## config.mk

```make
export PLATFORM = sky130hd
export DESIGN_NAME = wgsc_ctrl
export DESIGN_NICKNAME = d
export VERILOG_FILES = /design/src/rtl/wgsc_pkg.sv /design/src/rtl/wgsc_ctrl.sv
export SDC_FILE = /design/constraint.sdc
export NUM_CORES = 1
export LEC_CHECK = 0
export BUFFER_PORTS_ARGS = -buffer_cell sky130_fd_sc_hd__buf_4
export CAP_MARGIN = 20
export CORE_MARGIN = 2
export CORE_UTILIZATION = 51
export CTS_CLUSTER_SIZE = 24
export DETAILED_ROUTE_END_ITERATION = 8
export PLACE_DENSITY_LB_ADDON = 0.05
export SYNTH_ARGS = -nofsm -noshare
export SYNTH_HDL_FRONTEND = slang
export SYNTH_SLANG_ARGS = --single-unit
```

## constraint.sdc

```tcl
create_clock -name clk_i -period 4.6 [get_ports clk_i]
set_clock_uncertainty 0.05 [all_clocks]
set_input_delay 0.92 -clock clk_i [delete_from_list [all_inputs] [get_ports clk_i]]
set_output_delay 0.92 -clock clk_i [all_outputs]
set_load 0.03 [all_outputs]
```

## src/rtl/wgsc_pkg.sv

```systemverilog
// Shared constants, opcodes and controller/datapath handshake types.
package wgsc_pkg;

  localparam int unsigned MAX_VERTICES_DEF = 64;
  localparam int unsigned WEIGHT_BITS_DEF  = 32;

  localparam int unsigned VCOUNT_W    = 7;
  localparam int unsigned VERTEX_W    = 6;
  localparam int unsigned IN_WEIGHT_W = 32;
  localparam int unsigned TOTAL_W     = 11;

  localparam logic [VCOUNT_W-1:0] VCOUNT_RESET   = 7'd64;
  localparam logic [TOTAL_W-1:0]  EDGE_TOTAL_MAX = 11'd2047;

  localparam logic [1:0] OP_ADD  = 2'd0;
  localparam logic [1:0] OP_READ = 2'd1;
  localparam logic [1:0] OP_WALK = 2'd2;

  localparam int unsigned IN_TDATA_W  = 48;
  localparam int unsigned OUT_TDATA_W = 48;

  typedef struct packed {
    logic clear_wr;
    logic load_in;
    logic exec;
    logic read_fwd;
    logic read_take;
    logic add_chk;
    logic add_wr2;
    logic walk_init;
    logic pop_issue;
    logic pop_take;
    logic scan;
    logic walk_end;
    logic emit;
  } cmd_t;

  typedef struct packed {
    logic clr_last;
    logic is_add;
    logic is_read;
    logic is_walk;
    logic range_err;
    logic self_edge;
    logic n_zero;
    logic stack_empty;
    logic scan_done;
    logic out_busy;
  } status_t;

endpackage

```

## src/rtl/wgsc_ctrl.sv

```systemverilog
// Controller state machine sequencing requests, the clearing pass and the walk.
module wgsc_ctrl (
  input  logic               clk_i,
  input  logic               rst_ni,
  input  logic               in_valid_i,
  output logic               in_ready_o,
  input  wgsc_pkg::status_t  st_i,
  output wgsc_pkg::cmd_t     cmd_o
);

  typedef enum logic [9:0] {
    S_CLEAR  = 10'b00_0000_0001,
    S_IDLE   = 10'b00_0000_0010,
    S_EXEC   = 10'b00_0000_0100,
    S_RDWAIT = 10'b00_0000_1000,
    S_ADDCHK = 10'b00_0001_0000,
    S_ADDWR2 = 10'b00_0010_0000,
    S_POP    = 10'b00_0100_0000,
    S_POPW   = 10'b00_1000_0000,
    S_SCAN   = 10'b01_0000_0000,
    S_DONE   = 10'b10_0000_0000
  } state_e;

  state_e state_q, state_d;

  always_comb begin
    state_d    = state_q;
    cmd_o      = '0;
    in_ready_o = 1'b0;
    case (state_q)
      S_CLEAR: begin
        cmd_o.clear_wr = 1'b1;
        if (st_i.clr_last) begin
          state_d = S_IDLE;
        end
      end
      S_IDLE: begin
        in_ready_o = 1'b1;
        if (in_valid_i) begin
          cmd_o.load_in = 1'b1;
          state_d = S_EXEC;
        end
      end
      S_EXEC: begin
        cmd_o.exec = 1'b1;
        if (st_i.is_walk) begin
          if (st_i.n_zero) begin
            state_d = S_DONE;
          end else begin
            cmd_o.walk_init = 1'b1;
            state_d = S_POP;
          end
        end else if ((st_i.is_add || st_i.is_read) && !st_i.range_err && !st_i.self_edge) begin
          cmd_o.read_fwd = 1'b1;
          state_d = st_i.is_add ? S_ADDCHK : S_RDWAIT;
        end else begin
          state_d = S_DONE;
        end
      end
      S_RDWAIT: begin
        cmd_o.read_take = 1'b1;
        state_d = S_DONE;
      end
      S_ADDCHK: begin
        cmd_o.add_chk = 1'b1;
        state_d = S_ADDWR2;
      end
      S_ADDWR2: begin
        cmd_o.add_wr2 = 1'b1;
        state_d = S_DONE;
      end
      S_POP: begin
        if (st_i.stack_empty) begin
          cmd_o.walk_end = 1'b1;
          state_d = S_DONE;
        end else begin
          cmd_o.pop_issue = 1'b1;
          state_d = S_POPW;
        end
      end
      S_POPW: begin
        cmd_o.pop_take = 1'b1;
        state_d = S_SCAN;
      end
      S_SCAN: begin
        cmd_o.scan = 1'b1;
        if (st_i.scan_done) begin
          state_d = S_POP;
        end
      end
      S_DONE: begin
        if (!st_i.out_busy) begin
          cmd_o.emit = 1'b1;
          state_d = S_IDLE;
        end
      end
      default: begin
        state_d = S_CLEAR;
      end
    endcase
  end

  always_ff @(posedge clk_i or negedge rst_ni) begin
    if (!rst_ni) begin
      state_q <= S_CLEAR;
    end else begin
      state_q <= state_d;
    end
  end

endmodule

```

==> Yosys cells after proc, flatten, opt, wreduce, memory -nomap -nowiden <==
Cells that the tools add are included.
{ "op_classes": {"magnitude_cmp": 0, "muxes": 31, "n_reduce_logical": 7, "eq_ne": 14, "shift": 0, "bitwise_logic": 0, "n_addsub": 0, "div": 0, "multipliers": 0} }
{ "op_table": {"columns": ["op", "n"], "rows": [
  ["case mux 10 bit (9 select lines)", 1],
  ["two-way mux 10 bit", 8],
  ["two-way mux 1 bit", 20],
  ["== test 10 x 1 -> 1 bit (second input constant)", 1],
  ["== test 10 bit (second input constant)", 1],
  ["== test 10 x 2 -> 1 bit (second input constant)", 1],
  ["== test 10 x 3 -> 1 bit (second input constant)", 1],
  ["== test 10 x 4 -> 1 bit (second input constant)", 1],
  ["== test 10 x 5 -> 1 bit (second input constant)", 1],
  ["== test 10 x 6 -> 1 bit (second input constant)", 1],
  ["== test 10 x 7 -> 1 bit (second input constant)", 1],
  ["== test 10 x 8 -> 1 bit (second input constant)", 1],
  ["== test 10 x 9 -> 1 bit (second input constant)", 1],
  ["inequality test 2 bit (second input constant)", 4],
  ["two-way mux 5 bit", 1],
  ["AND reduction 4 bit", 1],
  ["logical AND 1 bit", 2],
  ["zero test 1 bit", 2],
  ["two-way mux 2 bit", 1],
  ["OR reduction 2 bit", 1],
  ["logical OR 1 bit", 1]
]} }
{ "word_totals": {"reg_bits": 10, "mem_count": 0, "inputBits": 13, "mem_bits_rw": 0, "latchBits": 0, "mem_bits_ro": 0, "word_cells": 53, "out_inout_bits": 14} }

==> Longest topological paths before layout <==
Gate-level depths: netlist of the first run.
{ "logic_depth": {"ltp_word": 6, "depth_mapped": 6, "depth_no_buf": 4} }

==> Worst setup path after synthesis of the first run <==
OpenSTA, ideal clock, no wires.
{ "synth_path": {"kind": "flip-flop to output port", "startpoint": "register state_q[9]", "endpoint": "output port cmd_o[11] (netlist bit)", "arrival_time_ns": 2.360, "n_path_buf": 2, "slack_ns": 1.270, "required_ns": 3.630, "path_stages_with_launch": 6, "cell_sequence": "dfrtp_1 -> clkbuf_1 -> or4_1 -> clkbuf_1 -> nor3_1 -> and2_1"} }
{ "synth_lines": {"columns": ["item", "line_no", "text"], "rows": [
  ["from (decl)", "wgsc_ctrl.sv:24", "state_e state_q, state_d;"],
  ["from (signal assigned)", "wgsc_ctrl.sv:107", "state_q <= state_d;"],
  ["to (decl)", "wgsc_ctrl.sv:8", "output wgsc_pkg::cmd_t cmd_o"]
]} }

==> results of run 1 <==
## layout make-up
cell class | instances | area [um^2]
Timing Repair Buffer | 26 | 195.2
Tap cell | 15 | 18.77
Sequential cell | 10 | 251.5
Clock buffer | 4 | 36.28
Multi-Input combinational cell | 73 | 464.2
Inverter | 4 | 15.01
Fill cell | 106 | 352.8
## power by group through the flow
stage	Combinational [W]	Clock (W)	Sequential, W
6_report	0.000178	0.0000810	0.000123
5_1_grt	0.000198	0.0000887	0.000125
4_1_cts	0.000179	0.0000825	0.000122
3_5_place_dp	0.000178	0	0.000124
3_3_place_gp	0.000175	0	0.000123
2_1_floorplan	0.000140	0	0.000113
## per-stage QoR
step / worst slack (ns) / utilization (%) / area (um^2) / total power (W)
4_1_cts: 1.150 / 73.55 / 980.9 / 0.0003834
2_1_floorplan: 1.270 / - / 754.5 / 0.0002534
3_3_place_gp: 1.491 / 70.83 / 944.7 / 0.0002979
6_report: 1.153 / 73.55 / 980.9 / 0.0003817
5_1_grt: 1.045 / 73.55 / 980.9 / 0.0004114
3_5_place_dp: 1.476 / 70.83 / 944.7 / 0.0003016
## worst max path at each step
stage / start / end
floorplan: state_q[9]$_DFFE_PN0P_ / cmd_o[11]
global placement: state_q[4]$_DFFE_PN0P_ / cmd_o[9]
detailed placement: state_q[4]$_DFFE_PN0P_ / cmd_o[9]
CTS: state_q[4]$_DFFE_PN0P_ / cmd_o[9]
global route: state_q[4]$_DFFE_PN0P_ / cmd_o[9]
finish: state_q[4]$_DFFE_PN0P_ / cmd_o[9]
## kinds of logic (layout without fill, tap and decap cells)
| family | count (synthesis) | count (layout) | synth area share, % |
|---|---|---|---|
| AO/OA/AOI/OAI | 13 | 13 | 11.78 |
| XOR/XNOR | 5 | 5 | 5.804 |
| buffers and inverters | 10 | 34 | 5.140 |
| flip-flops | 10 | 10 | 33.33 |
| AND/OR/NAND/NOR | 55 | 55 | 43.94 |
## cell usage in the layout (no fill, tap or decap), types with 4 or more instances in the layout
cell,instances
sky130_fd_sc_hd__nor3_1,5
sky130_fd_sc_hd__nor2_1,15
sky130_fd_sc_hd__inv_1,4
sky130_fd_sc_hd__buf_4,26
sky130_fd_sc_hd__or2_2,4
sky130_fd_sc_hd__nand2_1,4
sky130_fd_sc_hd__nor3b_1,7
sky130_fd_sc_hd__xnor2_1,4
sky130_fd_sc_hd__dfrtp_1,9
## metal layers
metal / vias to the layer above / GRT usage (%) / routed length (um)
met4: 0 / 9.375 / 24
met3: 4 / 5.172 / 80
met5: - / 0 / 0
li1: 384 / - / -
met2: 19 / 35.69 / 887
met1: 348 / 26.40 / 756
## critical path: cells and delay by family (launching register included)
family,cells,cell delay (ns)
buf+inv,1,0.16
simple gates,4,1.62
flops,1,0.42
==> reports/qor.csv, run 1 <==
metric,value,unit
Die Area,0.001803,mm^2
count of standard-cell rows,13,
Crit Path Class,reg -> out,
distinct cell type count after synthesis,34,
post-CTS repair timing setup buffer count,0,
worst min path class,in -> async,
Reg with most FFs,state_q,
highest attainable clock frequency,0.2901,GHz
critical register-to-register path endpoint,state_q[3]$_DFFE_PN0P_,
portion of total power attributed to sequential cells,32.1,%
antenna-violating nets left,0,
highest fanout seen on the critical path,7,
Least-Margin Pin Slew,0.6058,ns
total detailed-routing wirelength,1.748,mm
CTS tree,built,
worst-path cell with the longest stage delay,sky130_fd_sc_hd__or4b_4,
die height,42.46,um
flip-flop cell with the highest count after synthesis,sky130_fd_sc_hd__dfrtp_1,
top post-synthesis cells by count,"sky130_fd_sc_hd__nor2_1, sky130_fd_sc_hd__dfrtp_1, sky130_fd_sc_hd__nor3b_1, sky130_fd_sc_hd__clkbuf_1, sky130_fd_sc_hd__nor3_1",
registers with the highest flip-flop counts,state_q: 10 flops,
count of warnings emitted by yosys,0,
hold_buf cts,0,
worst hold slack across all endpoints,0.4144,ns
initial antenna violation count,0,
Clk pwr share,21.2,%
number of diodes added for antenna fixing,0,
final period utilization,74.93,%
"flip-flop count of the largest register, all copies and words added",10,
Max transition margin,59.24,%
number of standard cells after synthesis,93,
power dissipated by switching net loads,0.0001547,W
post-synthesis cell type with the largest combined area,sky130_fd_sc_hd__dfrtp_1,
Die W,42.46,um
total I/O pin count,27,
cell count after placement,128,
level count of the clock H-tree,1,
total global routing overflow,0,
run status,"complete, no violations",
FF-to-FF setup slack,2.35,ns
first drt pass iteration count,4,
total power density per cell area,389.1,mW/mm^2
number of instances resized during post-cts repair,0,
async set-or-reset flop fraction in the synthesized netlist,100.0,%
highest ir drop seen on vdd,0.2866,mV
Longest Clk Path Bufs,2,
Post-Route Setup TNS,0,ns
final number of max-transition violations,0,
final layout net count,131,
maximum number of pins on one net before global-route repair,11,
final setup fails,0,
worst reg-to-reg path cell count,4,
final weighted congestion in routability-driven placement,0.7936,
via count of the first global-routing pass,653,
logic gate share of total power,46.7,%
number of vias in the routed layout,755,
critical path arrival,2.48,ns
half-perimeter wire length after detailed placement,1.391,mm
"EDFF count, synth",0,
Port Buf Inserts,26,
largest cells by area after synthesis,"sky130_fd_sc_hd__dfrtp_1, sky130_fd_sc_hd__nor2_1, sky130_fd_sc_hd__nor3b_1",
first-pass GRT wire length,2.849,mm
post-synth top area share,29.85,%
share of total power consumed by net switching,40.54,%
post-synth design cell area,754.5,um^2
Core ar.,0.001334,mm^2
"Min Clock Period, post-route",3.447,ns
crit path capture type,output pin,
count of state elements after synthesis,10,
Layout Cells excl Fill,132,
endpoint required time on the critical path,3.63,ns
clock transition time at the flip-flop clock pins of the worst setup and hold paths,0.07,ns
startpoint type of the worst setup path,flop,
maxcap violations,0,
standby leakage power,0.4892,nW
First DRT Iteration DRCs,13,
critical path cell sequence,or3_1 -> or4b_4 -> or4_4 -> nor2_1 -> buf_4,
unrepaired setup endpoints after global routing,no,
critical register-to-register path startpoint,state_q[4]$_DFFE_PN0P_,
cell internal pwr,0.0002269,W
synthesized netlist net count,106,
clock network latency to the later pin of the worst-skew pair,0.27,ns
average size of a mapped cell,8.113,um^2
starting density of the core,56.57,%
growth of design area from synthesis to finish,30.02,%
global-route total usage across every layer,21.57,%
clock buffers created by TritonCTS,3,
"slowest stage delay, CP",0.57,ns
total number of clock tree sinks,10,
cell with the most instances after synthesis,sky130_fd_sc_hd__nor2_1,
share of cells above drive strength 1,34.19,%
post-detailed-route DRC marker count,0,
routed wire length per instance,13.24,um
proportion of synthesized chip area in sequential cells,33.33,%
CTS root buf,sky130_fd_sc_hd__clkbuf_4,
drt via density,5.720,
final hold violation count,0,
Power figures use the tool's default switching activity.
==> run 2: changes to the inputs <==
--- a/config.mk
+++ b/config.mk
@@ -5,10 +5,11 @@
 export SDC_FILE = /design/constraint.sdc
 export NUM_CORES = 1
 export LEC_CHECK = 0
+export ABC_AREA = 1
 export BUFFER_PORTS_ARGS = -buffer_cell sky130_fd_sc_hd__buf_4
 export CAP_MARGIN = 20
 export CORE_MARGIN = 2
-export CORE_UTILIZATION = 51
+export CORE_UTILIZATION = 48
 export CTS_CLUSTER_SIZE = 24
 export DETAILED_ROUTE_END_ITERATION = 8
 export PLACE_DENSITY_LB_ADDON = 0.05
==> constraint.sdc (replaced) <==
create_clock -name clk_i -period 3.6 [get_ports clk_i]
set_clock_uncertainty 0.05 [all_clocks]
set_input_delay 0.72 -clock clk_i [delete_from_list [all_inputs] [get_ports clk_i]]
set_output_delay 0.72 -clock clk_i [all_outputs]
set_load 0.03 [all_outputs]
==> reports/qor.csv, run 2 <==
metric,value,unit
largest cells by area after synthesis,"sky130_fd_sc_hd__dfrtp_1, sky130_fd_sc_hd__nor2_1, sky130_fd_sc_hd__nand2_1",
number of standard cells after synthesis,123,
total I/O pin count,27,
critical register-to-register path endpoint,state_q[6]$_DFFE_PN0P_,
post-route cell area,0.001025,mm^2
run status,"complete, no violations",
total global routing overflow,0,
cell with the most instances after synthesis,sky130_fd_sc_hd__nor2_1,
endpoint required time on the critical path,2.83,ns
standby leakage power,0.6331,nW
CTS root buf,sky130_fd_sc_hd__clkbuf_4,
starting density of the core,51.33,%
clock network latency to the later pin of the worst-skew pair,0.28,ns
async set-or-reset flop fraction in the synthesized netlist,100.0,%
count of warnings emitted by yosys,0,
total power density per cell area,457.4,mW/mm^2
highest ir drop seen on vdd,0.3882,mV
highest attainable clock frequency,0.4241,GHz
final hold violation count,0,
Max transition margin,70.81,%
final worst-path setup slack,1.242,ns
Longest Clk Path Bufs,2,
post-detailed-route DRC marker count,0,
hold_buf cts,0,
top post-synthesis cells by count,"sky130_fd_sc_hd__nor2_1, sky130_fd_sc_hd__nand2_1, sky130_fd_sc_hd__inv_1, sky130_fd_sc_hd__nand3_1, sky130_fd_sc_hd__dfrtp_1",
"Min Clock Period, post-route",2.358,ns
Placement Setup Slack,1.317,ns
critical register-to-register path startpoint,state_q[1]$_DFFE_PN0P_,
post-synth design cell area,773.2,um^2
maximum number of pins on one net before global-route repair,11,
Die W,44.14,um
drt via density,4.811,
average size of a mapped cell,6.287,um^2
final weighted congestion in routability-driven placement,0.8365,
number of instances resized during post-cts repair,0,
Die Area,0.001948,mm^2
Core ar.,0.001506,mm^2
highest-count cells in the layout ignoring fill and taps,"sky130_fd_sc_hd__nor2_1, sky130_fd_sc_hd__nand2_1, sky130_fd_sc_hd__buf_4",
count of standard-cell rows,14,
post-CTS repair timing setup buffer count,0,
final number of max-transition violations,0,
count of state elements after synthesis,10,
highest fanout seen on the critical path,6,
clock transition time at the flip-flop clock pins of the worst setup and hold paths,0.08,ns
final period utilization,65.50,%
level count of the clock H-tree,1,
maxcap violations,0,
"most common cell after layout, fill and taps aside",sky130_fd_sc_hd__nor2_1,
total cell area at the placement stage,988.4,um^2
"flip-flop count of the largest register, all copies and words added",10,
CTS tree,built,
unrepaired setup endpoints after global routing,no,
Port Buf Inserts,26,
Crit Path Class,reg -> out,
startpoint type of the worst setup path,flop,
critical path arrival,1.59,ns
worst reg-to-reg path cell count,7,
routed wire length per instance,10.14,um
growth of design area from synthesis to finish,32.52,%
total detailed-routing wirelength,1.713,mm
First DRT Iteration DRCs,27,
first drt pass iteration count,4,
"EDFF count, synth",0,
share of cells above drive strength 1,28.76,%
final setup fails,0,
final layout net count,167,
worst min path class,in -> async,
distinct cell type count after synthesis,19,
clock buffers created by TritonCTS,3,
post-synth top area share,29.13,%
Layout Cells excl Fill,169,
flip-flop cell with the highest count after synthesis,sky130_fd_sc_hd__dfrtp_1,
registers with the highest flip-flop counts,state_q: 10 flops,
proportion of synthesized chip area in sequential cells,32.52,%
crit path capture type,output pin,
first-pass GRT wire length,2.780,mm
Post-Route Setup TNS,0,ns
die height,44.14,um
number of diodes added for antenna fixing,0,
via count of the first global-routing pass,716,
synthesized netlist net count,136,
initial antenna violation count,0,
global-route total usage across every layer,19.66,%
Least-Margin Pin Slew,0.4332,ns
antenna-violating nets left,0,
Reg with most FFs,state_q,
post-synthesis cell type with the largest combined area,sky130_fd_sc_hd__dfrtp_1,
number of vias in the routed layout,813,
half-perimeter wire length after detailed placement,1.423,mm
total number of clock tree sinks,10,
cell count after placement,165,
FF-to-FF setup slack,2.14,ns
-- run 2: changes by cell type in the layout (fill, tap and decap cells not counted), moves of 3 or more --
cell	delta
sky130_fd_sc_hd__inv_1	+21
sky130_fd_sc_hd__xnor2_1	-4
sky130_fd_sc_hd__inv_2	+3
sky130_fd_sc_hd__nand2_1	+22
sky130_fd_sc_hd__or2_2	-3
sky130_fd_sc_hd__nor2_4	+4
sky130_fd_sc_hd__nor3b_1	-7
sky130_fd_sc_hd__nor2_1	+12
sky130_fd_sc_hd__nor3_1	-4
sky130_fd_sc_hd__nand3_1	+11
-- run 2: cell families after synthesis --
logic type | share of synthesized area (%)
AO/OA/AOI/OAI | 1.295
buffers and inverters | 13.59
flip-flops | 32.53
AND/OR/NAND/NOR | 52.59
-- run 2: worst max-delay path, stage by stage (launching register included) --
cell and delay [ns]:
sky130_fd_sc_hd__dfrtp_1 0.40, sky130_fd_sc_hd__nor2_1 0.18, sky130_fd_sc_hd__nand2_1 0.18, sky130_fd_sc_hd__inv_1 0.18
sky130_fd_sc_hd__nand3_1 0.11, sky130_fd_sc_hd__nor2_1 0.10, sky130_fd_sc_hd__buf_4 0.16
-- run 2: cell type report --
cell class	instances	area (um^2)
repair buffers	26	195.2
flip-flops and latches	10	251.5
well taps	16	20.02
fillers	142	481.7
multi-input cells	85	416.7
inverters	28	105.1
clock buffers	4	36.28
-- run 2: layer usage --
metal / up-vias / global-route usage [%] / part of all wire (%)
met4: 0 / 7.879 / 1.1
met1: 351 / 23.59 / 44
met5: - / 0 / 0
met2: 27 / 33.24 / 48
met3: 3 / 5.306 / 6.4
li1: 432 / - / -
-- run 2: worst max-delay path by stage --
stage,slack (ns),depth (start not counted),to,start
after global routing,1.13,6,cmd_o[4],state_q[9]$_DFFE_PN0P_
after CTS,1.25,6,cmd_o[4],state_q[1]$_DFFE_PN0P_
after global placement,1.36,5,cmd_o[9],st_i[5]
final,1.24,6,cmd_o[4],state_q[1]$_DFFE_PN0P_
after floorplan,1.21,3,cmd_o[7],state_q[9]$_DFFE_PN0P_
after detailed placement,1.32,5,cmd_o[9],st_i[5]
-- run 2: metrics by stage --
step                      utilization [%]  total power [W]  hold slack, ns
final                               68.02        0.0004687          0.2059
after global routing                68.02        0.0005026          0.2066
after CTS                           68.02        0.0004690          0.2149
after detailed placement            65.61        0.0003638          0.5090
after global placement              65.61        0.0003597          0.5101
after floorplan                         -        0.0003014          0.3744
-- run 2: power by group --
group | internal [W] | total, W | switching (W)
Combinational | 0.0000748 | 0.000221 | 0.000146
Clock | 0.0000616 | 0.000107 | 0.0000455
Sequential | 0.000131 | 0.000141 | 0.0000104
Total | 0.000267 | 0.000469 | 0.000202
==> run 3: changes to the inputs <==
--- a/config.mk
+++ b/config.mk
@@ -5,7 +5,7 @@
 export SDC_FILE = /design/constraint.sdc
 export NUM_CORES = 1
 export LEC_CHECK = 0
-export ABC_AREA = 1
+export ABC_AREA = 0
 export BUFFER_PORTS_ARGS = -buffer_cell sky130_fd_sc_hd__buf_4
 export CAP_MARGIN = 20
 export CORE_MARGIN = 2
==> constraint.sdc (replaced) <==
create_clock -name clk_i -period 2.2 [get_ports clk_i]
set_clock_uncertainty 0.05 [all_clocks]
set_input_delay 0.44 -clock clk_i [delete_from_list [all_inputs] [get_ports clk_i]]
set_output_delay 0.44 -clock clk_i [all_outputs]
set_load 0.03 [all_outputs]
==> reports/qor.csv, run 3 (synthesized netlist as in run 1, its figures left out) <==
metric,value,unit
Crit. path cell count,7,
highest metal layer with signal wires,met4,
count of standard-cell rows,14,
endpoint required time on the critical path,1.71,ns
total I/O pin count,27,
Port Buf Inserts,26,
critical path cell sequence,or3_4 -> or4b_4 -> buf_4 -> buf_6 -> or2_4 -> inv_4 -> buf_6,
die height,43.65,um
FF-to-FF setup slack,-0.09,ns
post-detailed-route DRC marker count,0,
Layout Cells excl Fill,164,
standby leakage power,0.6736,nW
antenna-violating nets left,0,
startpoint type of the worst setup path,flop,
total global routing overflow,0,
metal3 WL,433,um
total power density per cell area,869.4,mW/mm^2
"most common cell after layout, fill and taps aside",sky130_fd_sc_hd__buf_4,
startpoint of the most critical setup path,state_q[6]$_DFFE_PN0P_,
total number of clock tree sinks,10,
registers with the highest flip-flop counts,state_q: 10 flops,
Post-Route Setup TNS,-4.695,ns
highest attainable clock frequency,0.3573,GHz
"Min Clock Period, post-route",2.799,ns
cell internal pwr,0.0006893,W
Fillers,30,
unrepaired setup endpoints after global routing,yes,
failing checks,setup timing,
final number of max-transition violations,0,
CTS tree,built,
clock buffers created by TritonCTS,3,
final weighted congestion in routability-driven placement,0.8374,
worst-path cell with the longest stage delay,sky130_fd_sc_hd__or4b_4,
critical register-to-register path startpoint,state_q[6]$_DFFE_PN0P_,
Least-Margin Pin Slew,0.5723,ns
Die W,43.65,um
portion of total power attributed to sequential cells,19.1,%
final hold violation count,0,
clock network latency to the later pin of the worst-skew pair,0.29,ns
highest-count cells in the layout ignoring fill and taps,"sky130_fd_sc_hd__buf_4, sky130_fd_sc_hd__buf_6, sky130_fd_sc_hd__nor2_1",
Design Power,0.001251,W
maxcap violations,0,
number of diodes added for antenna fixing,0,
power dissipated by switching net loads,0.0005617,W
final layout net count,162,
Die Area,0.001905,mm^2
total cell area at the placement stage,0.001152,mm^2
first drt pass iteration count,4,
critical path arrival,2.31,ns
level count of the clock H-tree,1,
number of vias in the routed layout,1114,
starting density of the core,50.67,%
first-pass GRT wire length,5.368,mm
clock transition time at the flip-flop clock pins of the worst setup and hold paths,0.07,ns
CTS root buf,sky130_fd_sc_hd__clkbuf_4,
worst min path class,in -> reg,
post-route cell area,0.001439,mm^2
growth of design area from synthesis to finish,90.71,%
routed wire length per instance,24.70,um
cell count after placement,149,
cell class contributing the biggest share of worst-path delay,simple AND/OR/NAND/NOR gates,
Buf/Inv on CP,4,
First DRT Iteration DRCs,78,
final worst-path setup slack,-0.5989,ns
worst reg-to-reg path cell count,6,
Max transition margin,61.76,%
Longest Clk Path Bufs,2,
crit-path most repeated cell,sky130_fd_sc_hd__buf_6,
logic gate share of total power,66.2,%
highest fanout seen on the critical path,2,
drt via density,6.793,
"slowest stage delay, CP",0.53,ns
total detailed-routing wirelength,4.051,mm
final setup fails,17,
Reg with most FFs,state_q,
"flip-flop count of the largest register, all copies and words added",10,
metal1 wirelength,1.498,mm
half-perimeter wire length after detailed placement,1.640,mm
Crit Path Class,reg -> out,
via count of the first global-routing pass,1049,
global-route total usage across every layer,39.36,%
crit path capture type,output pin,
critical register-to-register path endpoint,state_q[3]$_DFFE_PN0P_,
routed length on met2,1.960,mm
final period utilization,127.2,%
initial antenna violation count,0,
last element of the critical path,cmd_o[5],
maximum number of pins on one net before global-route repair,11,
share of cells above drive strength 1,61.49,%
run status,finished with violations,
Clk pwr share,14.7,%
highest ir drop seen on vdd,0.6501,mV
share of total power consumed by net switching,44.90,%
Core ar.,0.001489,mm^2
[run 3: cell types whose count changed in the layout (fill, tap and decap cells not counted), sizes merged, moves of 8 or more]
cell,before,now
nor3b,0,8
nand3,11,0
inv,28,4
nor2,33,15
buf,26,56
nand2,28,4
[run 3: routing by layer]
| metal | vias up | GRT usage, % |
|---|---|---|
| met5 | - | 0 |
| met4 | 0 | 16.36 |
| met3 | 27 | 10.42 |
| met2 | 102 | 63.82 |
| met1 | 544 | 49.47 |
| li1 | 441 | - |
[run 3: per-stage QoR]
stage | hold slack (ns) | worst slack, ns | util, %
2_1_floorplan | 0.09441 | -0.3711 | -
3_3_place_gp | 0.2249 | -0.2259 | 77.40
3_5_place_dp | 0.2261 | -0.2543 | 77.40
4_1_cts | 0.2893 | -0.5165 | 91.60
5_1_grt | 0.2806 | -0.6334 | 96.64
6_report | 0.2854 | -0.5989 | 96.64
[run 3: worst min path at each step]
stage | start | endpoint | slack [ns] | cells past startpoint
2_1_floorplan | rst_ni | state_q[1]$_DFFE_PN0P_ | 0.09 | 0
3_3_place_gp | rst_ni | state_q[3]$_DFFE_PN0P_ | 0.22 | 1
3_5_place_dp | rst_ni | state_q[3]$_DFFE_PN0P_ | 0.23 | 1
4_1_cts | st_i[8] | state_q[3]$_DFFE_PN0P_ | 0.29 | 2
5_1_grt | st_i[8] | state_q[3]$_DFFE_PN0P_ | 0.28 | 2
6_report | st_i[8] | state_q[3]$_DFFE_PN0P_ | 0.29 | 2
[run 3: area by class of cell]
type | count | area [um^2] | share of cell area (%)
Clock buffer | 4 | 36.28 | 2.522
Inverter | 4 | 17.52 | 1.217
Multi-Input combinational cell | 73 | 604.3 | 42.00
Sequential cell | 10 | 251.5 | 17.48
Tap cell | 16 | 20.02 | 1.391
Timing Repair Buffer | 57 | 509.2 | 35.39
[run 3: power groups by stage]
stage | Sequential (W) | Combinational (W) | Clock, W
finish | 0.000239 | 0.000828 | 0.000183
global route | 0.000237 | 0.000837 | 0.000192
CTS | 0.000232 | 0.000701 | 0.000166
detailed placement | 0.000233 | 0.000540 | 0
global placement | 0.000231 | 0.000522 | 0
floorplan | 0.000236 | 0.000334 | 0
[run 3: worst reg2reg max path: stages (launching register included)]
cell	delay (ns)
sky130_fd_sc_hd__dfrtp_1	0.39
sky130_fd_sc_hd__or3_4	0.40
sky130_fd_sc_hd__or4b_4	0.53
sky130_fd_sc_hd__or4_4	0.45
sky130_fd_sc_hd__buf_4	0.16
sky130_fd_sc_hd__buf_6	0.11
sky130_fd_sc_hd__nor3b_2	0.13
[run 3: timing repair]
action                                 4_1_cts  5_1_grt
endpoints found under the hold margin        9        0
hold buffers                                 1        0
setup buffers                                4        7
resized for setup                           34        8
setup endpoints to repair                   14       16
pin swaps                                    8        5
